[config.mk]
export PLATFORM = sky130hd
export DESIGN_NAME = json_string_unescape_utf8_unit
export DESIGN_NICKNAME = d
export VERILOG_FILES = /design/src/sv/jsu_pkg.sv /design/src/sv/jsu_decode.sv /design/src/sv/json_string_unescape_utf8_unit.sv
export SDC_FILE = /design/constraint.sdc
export NUM_CORES = 1
export LEC_CHECK = 0
export BUFFER_PORTS_ARGS = -buffer_cell sky130_fd_sc_hd__buf_2
export CAP_MARGIN = 20
export CORE_MARGIN = 4
export CORE_UTILIZATION = 29
export DETAILED_ROUTE_END_ITERATION = 8
export HOLD_SLACK_MARGIN = 0.02
export PLACE_DENSITY_LB_ADDON = 0.15
export SYNTH_ARGS = -nofsm -noshare
export SYNTH_HDL_FRONTEND = slang
export SYNTH_HIERARCHICAL = 1
export SYNTH_SLANG_ARGS = --single-unit
[constraint.sdc]
create_clock -name clk_i -period 5.04 [get_ports clk_i]
set_input_delay 1.26 -clock clk_i [delete_from_list [all_inputs] [get_ports clk_i]]
set_output_delay 1.26 -clock clk_i [all_outputs]
set_load 0.02 [all_outputs]
[src/sv/jsu_pkg.sv]
`timescale 1ns / 1ps
`default_nettype none

package jsu_pkg;

  // Decoder phase.
  typedef enum logic [1:0] {
    PH_PLAIN   = 2'd0,
    PH_ESC     = 2'd1,
    PH_HEX     = 2'd2,
    PH_DISCARD = 2'd3
  } jsu_phase_e;

  localparam int unsigned MaxWords = 3;
  localparam int unsigned CntW     = $clog2(MaxWords + 1);

  typedef struct packed {
    jsu_phase_e  phase;
    logic [1:0]  hex_count;
    logic [15:0] code_acc;
    logic        hex_halted;
  } jsu_state_t;

  // The words caused by one input byte. Word 0 is sent first.
  typedef struct packed {
    logic [CntW-1:0]           cnt;
    logic [MaxWords-1:0][7:0]  bytes;
    logic                      byte_valid;
    logic                      escape_error;
    logic                      string_end;
  } jsu_group_t;

endpackage

`default_nettype wire

[src/sv/jsu_decode.sv]
`timescale 1ns / 1ps
`default_nettype none

module jsu_decode import jsu_pkg::*; (
  input  jsu_state_t  state_i,
  input  logic [7:0]  in_char_i,
  input  logic        in_last_i,
  output jsu_state_t  state_o,
  output jsu_group_t  group_o
);

  localparam logic [7:0] ChBslash = 8'h5C;
  localparam logic [7:0] ChQuote  = 8'h22;
  localparam logic [7:0] ChSlash  = 8'h2F;
  localparam logic [7:0] ChU      = 8'h75;

  logic        esc_hit;
  logic [7:0]  esc_byte;
  logic        hex_ok;
  logic [3:0]  hex_nib;
  logic        halted_new;
  logic [15:0] acc_new;

  // Single-byte escapes.
  always_comb begin
    esc_hit  = 1'b1;
    esc_byte = in_char_i;
    unique case (in_char_i)
      ChQuote, ChBslash, ChSlash: esc_byte = in_char_i;
      8'h62: esc_byte = 8'h08;
      8'h66: esc_byte = 8'h0C;
      8'h6E: esc_byte = 8'h0A;
      8'h72: esc_byte = 8'h0D;
      8'h74: esc_byte = 8'h09;
      default: begin
        esc_hit  = 1'b0;
        esc_byte = 8'h00;
      end
    endcase
  end

  // Hex digit value.
  always_comb begin
    hex_ok  = 1'b1;
    hex_nib = 4'h0;
    case (in_char_i) inside
      [8'h30:8'h39]: hex_nib = in_char_i[3:0];
      [8'h41:8'h46], [8'h61:8'h66]: hex_nib = in_char_i[3:0] + 4'd9;
      default: hex_ok = 1'b0;
    endcase
  end

  assign halted_new = state_i.hex_halted | ~hex_ok;
  assign acc_new    = halted_new ? state_i.code_acc : {state_i.code_acc[11:0], hex_nib};

  // Next state.
  always_comb begin
    state_o = state_i;
    unique case (state_i.phase)
      PH_PLAIN: begin
        if (in_char_i == ChBslash) begin
          state_o.phase = PH_ESC;
        end
      end
      PH_ESC: begin
        if (esc_hit) begin
          state_o.phase = PH_PLAIN;
        end else if (in_char_i == ChU) begin
          state_o.phase      = PH_HEX;
          state_o.hex_count  = 2'd0;
          state_o.code_acc   = 16'h0000;
          state_o.hex_halted = 1'b0;
        end else begin
          state_o.phase = PH_DISCARD;
        end
      end
      PH_HEX: begin
        if (state_i.hex_count == 2'd3) begin
          state_o.phase      = PH_PLAIN;
          state_o.hex_count  = 2'd0;
          state_o.code_acc   = 16'h0000;
          state_o.hex_halted = 1'b0;
        end else begin
          state_o.hex_count  = state_i.hex_count + 2'd1;
          state_o.code_acc   = acc_new;
          state_o.hex_halted = halted_new;
        end
      end
      PH_DISCARD: state_o.phase = PH_DISCARD;
      default: state_o.phase = PH_PLAIN;
    endcase
    // The final byte of a string always returns the decoder to its idle state.
    if (in_last_i) begin
      state_o.phase      = PH_PLAIN;
      state_o.hex_count  = 2'd0;
      state_o.code_acc   = 16'h0000;
      state_o.hex_halted = 1'b0;
    end
  end

  // Words produced by this byte.
  always_comb begin
    group_o              = '0;
    group_o.string_end   = in_last_i;
    unique case (state_i.phase)
      PH_PLAIN: begin
        if (in_char_i != ChBslash) begin
          group_o.cnt        = CntW'(1);
          group_o.byte_valid = 1'b1;
          group_o.bytes[0]   = in_char_i;
        end else if (in_last_i) begin
          group_o.cnt          = CntW'(1);
          group_o.escape_error = 1'b1;
        end
      end
      PH_ESC: begin
        if (esc_hit) begin
          group_o.cnt        = CntW'(1);
          group_o.byte_valid = 1'b1;
          group_o.bytes[0]   = esc_byte;
        end else if (in_char_i == ChU) begin
          if (in_last_i) begin
            group_o.cnt        = CntW'(1);
            group_o.byte_valid = 1'b1;
          end
        end else begin
          group_o.cnt          = CntW'(1);
          group_o.escape_error = 1'b1;
        end
      end
      PH_HEX: begin
        if (state_i.hex_count == 2'd3 || in_last_i) begin
          group_o.byte_valid = 1'b1;
          if (acc_new[15:7] == 9'd0) begin
            group_o.cnt      = CntW'(1);
            group_o.bytes[0] = {1'b0, acc_new[6:0]};
          end else if (acc_new[15:11] == 5'd0) begin
            group_o.cnt      = CntW'(2);
            group_o.bytes[0] = {3'b110, acc_new[10:6]};
            group_o.bytes[1] = {2'b10, acc_new[5:0]};
          end else begin
            group_o.cnt      = CntW'(3);
            group_o.bytes[0] = {4'b1110, acc_new[15:12]};
            group_o.bytes[1] = {2'b10, acc_new[11:6]};
            group_o.bytes[2] = {2'b10, acc_new[5:0]};
          end
        end
      end
      PH_DISCARD: begin
        if (in_last_i) begin
          group_o.cnt = CntW'(1);
        end
      end
      default: group_o.cnt = CntW'(0);
    endcase
  end

endmodule

`default_nettype wire

[src/sv/json_string_unescape_utf8_unit.sv]
`timescale 1ns / 1ps
`default_nettype none

// Channel | Direction | Handshake                 | Word contents
// in      | sink      | in_valid_i / in_ready_o   | in_char_i, in_last_i
// out     | source    | out_valid_o / out_ready_i | out_byte_o, byte_valid_o,
//         |           |                           | escape_error_o, run_last_o, string_end_o
//
// One input byte is decoded in the cycle it is accepted and its zero to three
// output words land in a result register, which then drains one word per cycle
// while the output is ready. A byte that makes one word is taken every cycle
// while the output is ready; a unicode escape that makes two or three words
// holds the input until the last of its words leaves the result register.
// Reset (rst_ni low) returns the decoder to plain byte mode with an empty
// result register. A stalled output holds the current word and, once the last
// word of the group is waiting, the input as well.

module json_string_unescape_utf8_unit import jsu_pkg::*; (
  input  logic       clk_i,
  input  logic       rst_ni,
  input  logic       in_valid_i,
  output logic       in_ready_o,
  input  logic [7:0] in_char_i,
  input  logic       in_last_i,
  output logic       out_valid_o,
  input  logic       out_ready_i,
  output logic [7:0] out_byte_o,
  output logic       byte_valid_o,
  output logic       escape_error_o,
  output logic       run_last_o,
  output logic       string_end_o
);

  jsu_state_t      st_q, st_d;
  jsu_group_t      grp;
  logic [CntW-1:0] cnt_q, cnt_d;
  jsu_group_t      res_q, res_d;
  logic            in_fire, out_fire;

  jsu_decode u_decode (
    .state_i   (st_q),
    .in_char_i (in_char_i),
    .in_last_i (in_last_i),
    .state_o   (st_d),
    .group_o   (grp)
  );

  assign out_valid_o = (cnt_q != CntW'(0));
  assign out_fire    = out_valid_o & out_ready_i;
  // The result register can take a new group when it is empty or its last
  // word leaves in this cycle.
  assign in_ready_o  = (cnt_q == CntW'(0)) | ((cnt_q == CntW'(1)) & out_ready_i);
  assign in_fire     = in_valid_i & in_ready_o;

  always_comb begin
    cnt_d = cnt_q;
    res_d = res_q;
    if (in_fire) begin
      cnt_d = grp.cnt;
      res_d = grp;
    end else if (out_fire) begin
      cnt_d          = cnt_q - CntW'(1);
      res_d.bytes[0] = res_q.bytes[1];
      res_d.bytes[1] = res_q.bytes[2];
    end
  end

  always_ff @(posedge clk_i or negedge rst_ni) begin
    if (!rst_ni) begin
      st_q  <= '0;
      cnt_q <= '0;
    end else begin
      if (in_fire) begin
        st_q <= st_d;
      end
      cnt_q <= cnt_d;
    end
  end

  always_ff @(posedge clk_i) begin
    res_q <= res_d;
  end

  // The current word is always at the head of the result register.
  assign out_byte_o     = res_q.bytes[0];
  assign byte_valid_o   = res_q.byte_valid;
  assign escape_error_o = res_q.escape_error;
  assign run_last_o     = (cnt_q == CntW'(1));
  assign string_end_o   = run_last_o & res_q.string_end;

`ifndef SYNTHESIS
  a_end_is_run_last: assert property (@(posedge clk_i) disable iff (!rst_ni)
    out_valid_o && string_end_o |-> run_last_o)
    else $error("string end flagged on a word that is not last of its group");

  a_error_single: assert property (@(posedge clk_i) disable iff (!rst_ni)
    out_valid_o && escape_error_o |-> run_last_o && !byte_valid_o)
    else $error("error word is not a lone word without data");

  a_multi_is_utf8: assert property (@(posedge clk_i) disable iff (!rst_ni)
    cnt_q > CntW'(1) |-> byte_valid_o && !escape_error_o)
    else $error("multi-word group that is not a UTF-8 sequence");

  a_last_resets: assert property (@(posedge clk_i) disable iff (!rst_ni)
    in_fire && in_last_i |=> st_q.phase == PH_PLAIN && st_q.code_acc == 16'h0000)
    else $error("decoder state not cleared after the final byte");

  a_hex_idle: assert property (@(posedge clk_i) disable iff (!rst_ni)
    st_q.phase != PH_HEX |-> st_q.hex_count == 2'd0 && !st_q.hex_halted
                             && st_q.code_acc == 16'h0000)
    else $error("escape digit state left over outside a unicode escape");
`endif

endmodule

`default_nettype wire

==> results.md, run 1 <==
- Detail Placement HPWL: 6580 um
- Count of different cell masters after synthesis: 71
- Setup repair after global routing missed its margin: no
- Antenna violations before repair: 0
- Asr flop ratio synth: 46.0%
- Leak Pwr: 1.56 nW
- Hold Startpoint: cnt_q[1]
- Total iterations of the first detailed-routing run: 4
- Critical path class: in -> reg
- Die area: 14200 um^2
- Cell count after placement: 510
- End of the worst register-to-register path: res_q[11]
- Max Transition Viols Final: 0
- Reg2reg start: st_q[0]
- Io pins: 27
- Sequential-to-total area share from yosys stat: 38.7%
- Final setup violation count: 0
- Post-synthesis sequential element count: 50
- Clock Sinks: 50
- Vias/cell: 5.13
- Result of the run: finished, final reports clean
- Final routed DRC violation total: 0
- Count of cells along the worst register-to-register path: 6
- Number of nets at the end of the flow: 374
- Hold Path Cell Cnt: 2
- Htree depth: 2
- CP Launch Type: primary input
- Layout Area Growth over Synthesis: 8.77%
- Capturing element type of the critical path: register
- Setup Total Neg Slack: 0 ns
- Remaining number of nets flagged by the antenna check after routing: 0
- First-iteration detailed-routing DRC count: 157
- Combined global-route utilization of all metal layers: 13.4%
- Last weighted congestion value of the routability-driven placer: 0.838
- Total wire length after detailed routing: 9380 um
- Placeable Area: 12100 um^2
- Mapped Avg Cell Area: 10.3 um^2
- Utilization after layout: 32.3%
- Period utilization: 75.3%
- Signal arrival time at the worst endpoint: 3.84 ns
- EDFF count, synth: 27
- Diodes inserted: 0
- Via count: 2655
- Leading cell type in the layout, fill and taps excluded: mux2_2
- Pwr Density: 384 nW/um^2
- Quantity of gates resized following cts: 0
- Number of setup buffers added after CTS: 0
- Worst-path maximum fanout: 35
- Wire length per cell: 18.1 um
- Worst-case clock skew: 0.00910 ns
- I/O Buffers: 26
- Peak clock frequency supported by timing: 264 MHz
- Clock latency at the later pin of the worst-skew pair: 0.29 ns
- Height of the die: 119 um
- Fin. Hold Viols: 0
- Remaining global-route overflow: 0
- Cell area after technology mapping: 3580 um^2
- Root buffer cell: clkbuf_16
- Final critical delay including setup and external delays: 3.79 ns
- Setup slack on the worst flop-to-flop path: 2.39 ns
- CP required: 5.09 ns
- Worst Tran Pin Value: 0.979 ns
- Buffers from clock root to sink, at most: 2
- Class of the tightest hold or removal check: reg -> reg
- Clock slew at the register clock pins of the worst setup and hold paths: 0.07 ns
- Layout cells sized above 1: 25.7%
- TritonCTS clock tree: built
- Global-route wire length before repair: 15000 um
- Commonest non-fill, non-tap cells in the layout: mux2_2, edfxtp_1, nand2_1, buf_2
- Syn. warnings: 6
- Number of buffers created by CTS: 5
- Filler-free cell count of the finished design: 518
- Initial core utilization: 29.7%
- Most used DFF post-synth: edfxtp_1
- Pin count of the biggest net entering global routing: 40
- Via count of the first global-routing pass: 2656
- Headroom to the max-slew limit: 34.5%
- Post-synthesis cell count: 346
- Hold_buf cts: 0
- Number of rows created at floorplan: 40
- End of the worst hold path: cnt_q[1]
- Maxcap violations: 0
- Width of the chip: 119 um
- Worst-case vdd ir drop: 197 uV
[per-layer routing]
| metal | global-route usage (%) | up-vias | part of all wire, % |
|---|---|---|---|
| li1 | - | 1269 | - |
| met1 | 17.9 | 1326 | 47 |
| met2 | 22.6 | 49 | 49 |
| met3 | 2.04 | 11 | 3.0 |
| met4 | 3.11 | 0 | 1.2 |
| met5 | 0 | - | 0 |
[synthesized netlist by cell type (all sizes together), types with 2 or more instances]
master	count	area share, %
mux2	40	13
nand2	28	3.2
edfxtp	27	23
buf	24	5.5
dfrtp	23	16
nor2	23	2.4
o21ai	19	2.8
inv	17	1.8
mux2i	13	3.6
a22o	12	3.2
ha	12	4.2
a21oi	11	1.7
nand2b	8	1.4
o22ai	8	1.4
clkbuf	7	0.77
nor4	7	1.8
a31oi	5	0.87
nand3	5	0.70
nand3b	3	0.63
nand4	3	0.70
nor3	3	0.42
nor3b	3	0.77
o21a	3	0.63
a211o	2	0.49
a311oi	2	0.49
a32oi	2	0.49
and2b	2	0.42
and3	2	0.35
nor2b	2	0.35
o211ai	2	0.42
o21bai	2	0.52
o22a	2	0.52
o32ai	2	0.49
xnor2	2	0.49
[worst max path at each step]
stage | from | endpoint | slack [ns] | cells after the start
detailed placement | in_char_i[0] | res_q[11] | 0.96 | 10
finish | in_char_i[0] | res_q[11] | 1.25 | 10
global placement | in_char_i[0] | out_byte_o[6] | 1.03 | 10
global route | in_char_i[0] | out_byte_o[6] | 1.05 | 10
floorplan | in_char_i[0] | out_byte_o[6] | 1.73 | 10
CTS | in_char_i[0] | out_byte_o[6] | 1.27 | 10
[area by class of cell]
class,count,area [um^2]
clock buffer,5,125
clock inverter,3,68.8
inverter,17,63.8
fill,1254,8170
sequential,50,1390
multi-input combinational,249,1910
tap,168,210
timing repair buffer,26,130
[power breakdown]
group / internal [mW] / switching (mW) / leakage [nW]
logic: 0.194 / 0.302 / 0.892
registers: 0.531 / 0.0249 / 0.576
clock network: 0.286 / 0.160 / 0.0940
total: 1.01 / 0.487 / 1.56
[metrics by stage]
stage	power, mW	hold slack, ns	worst slack, ns	area (um^2)
after floorplan	0.971	0.477	1.73	3580
after global placement	1.07	0.525	1.03	3700
after detailed placement	1.07	0.530	0.957	3700
after CTS	1.52	0.547	1.27	3890
after global routing	1.58	0.555	1.05	3890
final	1.50	0.536	1.25	3890
[critical path: stages]
cell and delay (ns):
buf_2 0.13, inv_1 0.11, ha_1 0.21, or3b_1 0.13
nand4_2 0.21, o2bb2ai_4 0.78, mux2_2 0.44, nand2b_1 0.16
o22ai_1 0.12, mux2_2 0.27
[flip-flops by register name (all words and copies together) (netlist names)]
name            flops
escape_error_o      1
res_q              17
st_q               21
cnt_q               2
byte_valid_o        1
out_byte_o          8
[kinds of logic after synthesis]
group / after synthesis / synth area share (%)
and+or+nand+nor: 95 / 14.5
AOI/OAI and AO/OA: 84 / 17.5
muxes: 53 / 16.2
DFF: 50 / 38.7
buffers and inverters: 48 / 8.04
adders and majority gates: 12 / 4.19
xor gates and xnor gates: 3 / 0.734
other: 1 / 0.105
(Power assumes the default switching activity.)
==> run 2: changes to the inputs <==
--- a/config.mk
+++ b/config.mk
@@ -5,6 +5,7 @@
 export SDC_FILE = /design/constraint.sdc
 export NUM_CORES = 1
 export LEC_CHECK = 0
+export ABC_AREA = 1
 export BUFFER_PORTS_ARGS = -buffer_cell sky130_fd_sc_hd__buf_2
 export CAP_MARGIN = 20
 export CORE_MARGIN = 4
==> constraint.sdc (replaced) <==
create_clock -name clk_i -period 3.2 [get_ports clk_i]
set_input_delay 0.8 -clock clk_i [delete_from_list [all_inputs] [get_ports clk_i]]
set_output_delay 0.8 -clock clk_i [all_outputs]
set_load 0.02 [all_outputs]
==> run 2 against run 1 <==
Compared with the run above: global-route usage up 0.76 points; wire length grew 16%; first-iteration DRC count up 38%; non-clock buffer count is 30 higher; flip-flop and latch count unchanged; combinational power grew to 4.4 times the previous value; setup slack got worse by 0.96 ns; total power grew to 2.6 times the previous value; critical path depth increased by 13.
==> results.md, run 2 <==
- Clock Sinks: 50
- Slowest cell on the critical path: ha_1
- Antenna violations before repair: 0
- Internal power contribution: 2.10 mW
- Combinational fraction of design power: 55.9%
- Peak clock frequency supported by timing: 343 MHz
- Leading post-synthesis cells by instance count: nand2_1, inv_1, nor2_1
- Reg2reg start: st_q[0]
- Worst-path maximum fanout: 8
- Detail Placement HPWL: 8070 um
- I/O Buffers: 26
- Initial core utilization: 29.8%
- Remaining global-route overflow: 0
- Leading cell type in the layout, fill and taps excluded: nand2_1
- Post-layout power: 3.93 mW
- Diodes inserted: 0
- Leak Pwr: 2.13 nW
- Share of the synthesized area in the top cell type: 20.4%
- Most frequently used cell type in the post-synthesis netlist: nand2_1
- Worst-case vdd ir drop: 250 uV
- Pwr Density: 875 nW/um^2
- Setup repair after global routing missed its margin: no
- Clock latency at the later pin of the worst-skew pair: 0.30 ns
- Final critical delay including setup and external delays: 2.92 ns
- Placeable Area: 13300 um^2
- Fraction of power spent switching nets: 46.7%
- Clk network pwr share: 15.9%
- Height of the die: 125 um
- Root buffer cell: clkbuf_16
- Buffers from clock root to sink, at most: 2
- Layout cells sized above 1: 20.7%
- Number of rows created at floorplan: 42
- Power share of the sequential group: 28.1%
- Worst-case clock skew: 0.00644 ns
- Post-synthesis cell count: 542
- DP Area: 4270 um^2
- Total iterations of the first detailed-routing run: 5
- Final setup violation count: 0
- Final routed DRC violation total: 0
- Hold_buf cts: 0
- Sequential-to-total area share from yosys stat: 34.9%
- Hold Startpoint: cnt_q[1]
- Mapped Avg Cell Area: 7.33 um^2
- Clock slew at the register clock pins of the worst setup and hold paths: 0.07 ns
- Largest register FFs: 21
- Total wire length after detailed routing: 10900 um
- Asr flop ratio synth: 46.0%
- Via count: 3552
- Most used DFF post-synth: edfxtp_1
- Signal arrival time at the worst endpoint: 3.10 ns
- Filler-free cell count of the finished design: 751
- Layout Area Growth over Synthesis: 13.1%
- Htree depth: 2
- Setup Total Neg Slack: 0 ns
- Period utilization: 91.1%
- Fillcell total: 1449
- Finished Cell Area: 4500 um^2
- Synth area leaders: edfxtp_1, nand2_1, dfrtp_1
- Vias/cell: 4.73
- Sequential cell area: 1390 um^2
- Commonest non-fill, non-tap cells in the layout: nand2_1, inv_1, nor2_1, o21ai_0, a21oi_1
- Capturing element type of the critical path: register
- Post-synthesis sequential element count: 50
- Biggest area consumer among synthesized cells: edfxtp_1
- Critical path class: in -> reg
- Number of nets at the end of the flow: 599
- Via count of the first global-routing pass: 3501
- CP Launch Type: primary input
- Setup slack on the worst flop-to-flop path: 0.83 ns
- Pin count of the biggest net entering global routing: 40
- Max Transition Viols Final: 0
- CP required: 3.38 ns
- Peak per-stage delay on the critical path: 0.18 ns
- TritonCTS clock tree: built
- EDFF count, synth: 27
- Register containing the most flip-flops in the final layout: st_q
- Io pins: 27
- Switch Pwr: 1.84 mW
- Syn. warnings: 6
- Remaining number of nets flagged by the antenna check after routing: 0
- Crit path cell chain: buf_2, inv_1, ha_1, inv_1, nand2_1, nand2_1, nand2_2, nand2_4, nand2_4, buf_6, nand3_1, nand2_2, nand2_4, nor2_8, nand3_4, nand2_1, nand3_1, nand2_1, nand3_1, inv_1, nand3_1, nand3_1, nand2_1
- Cell count after placement: 737
- Multi-input combinational cell area: 2110 um^2
- Combined global-route utilization of all metal layers: 14.1%
- Count of different cell masters after synthesis: 45
- Class of the tightest hold or removal check: reg -> reg
- Worst Tran Pin Value: 0.758 ns
- Wire length per cell: 14.5 um
- Cell area after technology mapping: 3980 um^2
- Width of the chip: 125 um
- Result of the run: finished, final reports clean
- Global-route wire length before repair: 18100 um
- Fin. Hold Viols: 0
- Last weighted congestion value of the routability-driven placer: 0.858
- Crit path from: in_char_i[0]
- Headroom to the max-slew limit: 49.4%
- Maxcap violations: 0
- Die area: 15600 um^2
- Number of buffers created by CTS: 5
- First-iteration detailed-routing DRC count: 216
==> run 2: repair_timing <==
item	in CTS	in global routing
gates resized for setup	0	3
endpoints found under the setup margin	0	1
setup buffers	0	6
==> run 2: layer usage <==
metal | share of wire (%) | global-route usage (%)
met2 | 45 | 22.0
met1 | 49 | 19.8
met3 | 3.3 | 2.52
met4 | 2.5 | 4.91
met5 | 0 | 0
==> run 2: worst max-delay path: cells and delay by family <==
kind,cells,cell delay (ns)
adder cells (fa/ha/maj),1,0.18
buffers and inverters,5,0.52
AND/OR/NAND/NOR,17,1.56
==> run 2: power groups by stage <==
stage / logic [mW] / clock network [mW] / registers [mW]
3_3_place_gp: 2.20 / 0 / 1.12
5_1_grt: 2.46 / 0.667 / 1.14
2_1_floorplan: 1.69 / 0 / 1.10
4_1_cts: 2.19 / 0.643 / 1.11
6_report: 2.20 / 0.627 / 1.11
3_5_place_dp: 2.19 / 0 / 1.12
==> run 2: cell type report <==
class                      count  area share, %
clock buffer                   6           2.87
clock inverter                 2          0.863
inverter                      62           5.23
multi-input combinational    399           47.0
sequential                    50           30.8
tap                          176           4.90
timing repair buffer          56           8.27
==> run 2: logic make-up after synthesis <==
family | count (synthesis) | share of synthesized area, %
compound gates | 96 | 14.5
other cells | 1 | 0.0943
buf+inv | 94 | 12.1
flops | 50 | 34.9
xor+xnor | 1 | 0.220
fa+ha+maj | 12 | 3.78
simple gates | 288 | 34.4
==> run 2: path summary, 6_finish.rpt <==
path | depth (start not counted) | endpoint
min reg2reg | 2 | cnt_q[1]
max | 23 | cnt_q[0]
min | 2 | cnt_q[1]
max in group asynchronous | 1 | st_q[9]
max reg2reg | 16 | cnt_q[0]
min in group asynchronous | 1 | st_q[7]
==> run 2: metrics by stage <==
| step | util, % | hold WS [ns] | setup WS (ns) |
|---|---|---|---|
| floorplan | - | 0.449 | 0.483 |
| global placement | 32.0 | 0.475 | -0.0475 |
| finish | 33.7 | 0.501 | 0.284 |
| CTS | 33.3 | 0.503 | 0.210 |
| global route | 33.7 | 0.524 | 0.00202 |
| detailed placement | 32.0 | 0.486 | -0.108 |
==> run 3: changes to the inputs <==
--- a/config.mk
+++ b/config.mk
@@ -10,9 +10,10 @@
 export CAP_MARGIN = 20
 export CORE_MARGIN = 4
 export CORE_UTILIZATION = 29
+export CTS_CLUSTER_DIAMETER = 60
 export DETAILED_ROUTE_END_ITERATION = 8
 export HOLD_SLACK_MARGIN = 0.02
-export PLACE_DENSITY_LB_ADDON = 0.15
+export PLACE_DENSITY = 0.57
 export SYNTH_ARGS = -nofsm -noshare
 export SYNTH_HDL_FRONTEND = slang
 export SYNTH_HIERARCHICAL = 1
==> run 3 against run 2 <==
Compared with the run above: setup slack worse by 0.011 ns; fmax is 0.38% lower; total power is 3.5% lower; wire length is 4.9% lower; flip-flop and latch count stayed put; first-iteration DRC count is 13% higher; design area is 2.3% lower; die area stayed put; hold slack worse by 0.020 ns; non-clock buffer count is 8 lower; via count is 0.68% higher; combinational power is 2% lower; highest routed layer unchanged.
==> results.md, run 3 (same netlist as run 2, synthesis figures left out) <==
- Result of the run: finished, final reports clean
- Io pins: 27
- Commonest non-fill, non-tap cells in the layout: nand2_1, inv_1, nor2_1, o21ai_0, a21oi_1
- Buffers from clock root to sink, at most: 2
- Number of nets at the end of the flow: 591
- CP required: 3.25 ns
- I/O Buffers: 26
- Filler-free cell count of the finished design: 743
- Clock latency at the later pin of the worst-skew pair: 0.29 ns
- Power share of the sequential group: 29.3%
- Global-route wire length before repair: 17600 um
- Final critical delay including setup and external delays: 2.93 ns
- Leading cell type in the layout, fill and taps excluded: nand2_1
- Worst-path maximum fanout: 17
- Layout cells sized above 1: 19.2%
- Number of rows created at floorplan: 42
- Combinational fraction of design power: 56.8%
- Maxcap violations: 0
- Placeable Area: 13300 um^2
- TritonCTS clock tree: built
- Signal arrival time at the worst endpoint: 2.97 ns
- Antenna violations before repair: 0
- Diodes inserted: 0
- Post-layout power: 3.80 mW
- Die area: 15600 um^2
- Cell count after placement: 733
- Number of setup buffers added after CTS: 0
- Remaining global-route overflow: 0
- Height of the die: 125 um
- Final setup violation count: 0
- Register containing the most flip-flops in the final layout: st_q
- Last weighted congestion value of the routability-driven placer: 0.860
- Worst-case clock skew: 0.00631 ns
- Internal power contribution: 1.98 mW
- Final routed DRC violation total: 0
- Setup repair after global routing missed its margin: no
- Wire length per cell: 14.0 um
- Remaining number of nets flagged by the antenna check after routing: 0
- Worst Tran Pin Value: 0.732 ns
- Final Worst Setup Slack: 0.273 ns
- Pin count of the biggest net entering global routing: 41
- Period utilization: 91.5%
- Leak Pwr: 2.08 nW
- Combined global-route utilization of all metal layers: 13.5%
- Total wire length after detailed routing: 10400 um
- Htree depth: 2
- Largest register FFs: 21
- Vias/cell: 4.81
- Clock slew at the register clock pins of the worst setup and hold paths: 0.07 ns
- Quantity of gates resized following cts: 0
- Layout Area Growth over Synthesis: 10.5%
- Width of the chip: 125 um
- Detail Placement HPWL: 7940 um
- CP Launch Type: primary input
- Max Transition Viols Final: 0
- Initial core utilization: 29.8%
- Number of buffers created by CTS: 5
- Fin. Hold Viols: 0
- Via count: 3576
- First-iteration detailed-routing DRC count: 243
- Peak clock frequency supported by timing: 342 MHz
- Class of the tightest hold or removal check: reg -> reg
- Switch Pwr: 1.81 mW
- Clock Sinks: 50
- Headroom to the max-slew limit: 51.1%
- Capturing element type of the critical path: register
- Via count of the first global-routing pass: 3437
- Worst-case vdd ir drop: 251 uV
- Pwr Density: 864 nW/um^2
- Setup WS pre-CTS: -0.0391 ns
- Total iterations of the first detailed-routing run: 5
- Critical path class: in -> reg
- Clk network pwr share: 14.0%
- Fraction of power spent switching nets: 47.8%
- Hold_buf cts: 0
- Root buffer cell: clkbuf_16
==> run 3: area by class of cell <==
type | count | area [um^2]
fill | 1443 | 8960
clock inverter | 3 | 20.0
sequential | 50 | 1390
inverter | 62 | 235
timing repair buffer | 48 | 295
tap | 176 | 220
clock buffer | 5 | 125
multi-input combinational | 399 | 2110
==> run 3: power groups by stage <==
stage	logic [mW]	registers, mW	clock network (mW)
after floorplan	1.69	1.10	0
after global placement	2.13	1.12	0
after detailed placement	2.15	1.12	0
after CTS	2.15	1.11	0.547
after global routing	2.41	1.14	0.572
final	2.16	1.11	0.530
==> run 3: layer usage <==
metal	track usage, %	up-vias	part of all wire (%)	wire [um]
li1	-	1802	-	-
met1	18.8	1672	47	4920
met2	21.4	84	46	4740
met3	2.64	18	4.6	474
met4	4.08	0	2.4	248
met5	0	-	0	0
==> run 3: final timing paths <==
path / start / to / slack (ns) / cells after the start
max reg2reg: st_q[0] / out_byte_o[6] / 0.90 / 9
min in group asynchronous: rst_ni / st_q[10] / 0.52 / 1
max: in_char_i[0] / res_q[15] / 0.27 / 20
min: cnt_q[1] / cnt_q[1] / 0.48 / 2
min reg2reg: cnt_q[1] / cnt_q[1] / 0.48 / 2
max in group asynchronous: rst_ni / st_q[15] / 2.29 / 1
==> run 3: critical path, stage by stage <==
cell     delay, ns
buf_2         0.15
inv_1         0.08
ha_1          0.21
inv_1         0.10
nand2_1       0.06
nand2_1       0.07
nand2_2       0.06
nand2_4       0.09
nand2_4       0.14
nand2_8       0.15
nand2_1       0.07
nand2_1       0.12
inv_1         0.11
nor2_4        0.18
nand2_2       0.07
nand2_1       0.14
buf_4         0.17
o22ai_2       0.07
nand2_1       0.07
nand2_1       0.06
==> run 3: stage by stage <==
step	TNS, ns	hold slack (ns)	cell area, um^2	util (%)
global placement	0	0.466	4230	31.7
CTS	0	0.485	4380	32.8
global route	0	0.527	4390	32.9
finish	0	0.481	4390	32.9
detailed placement	-0.0723	0.468	4230	31.7
floorplan	0	0.449	3980	-
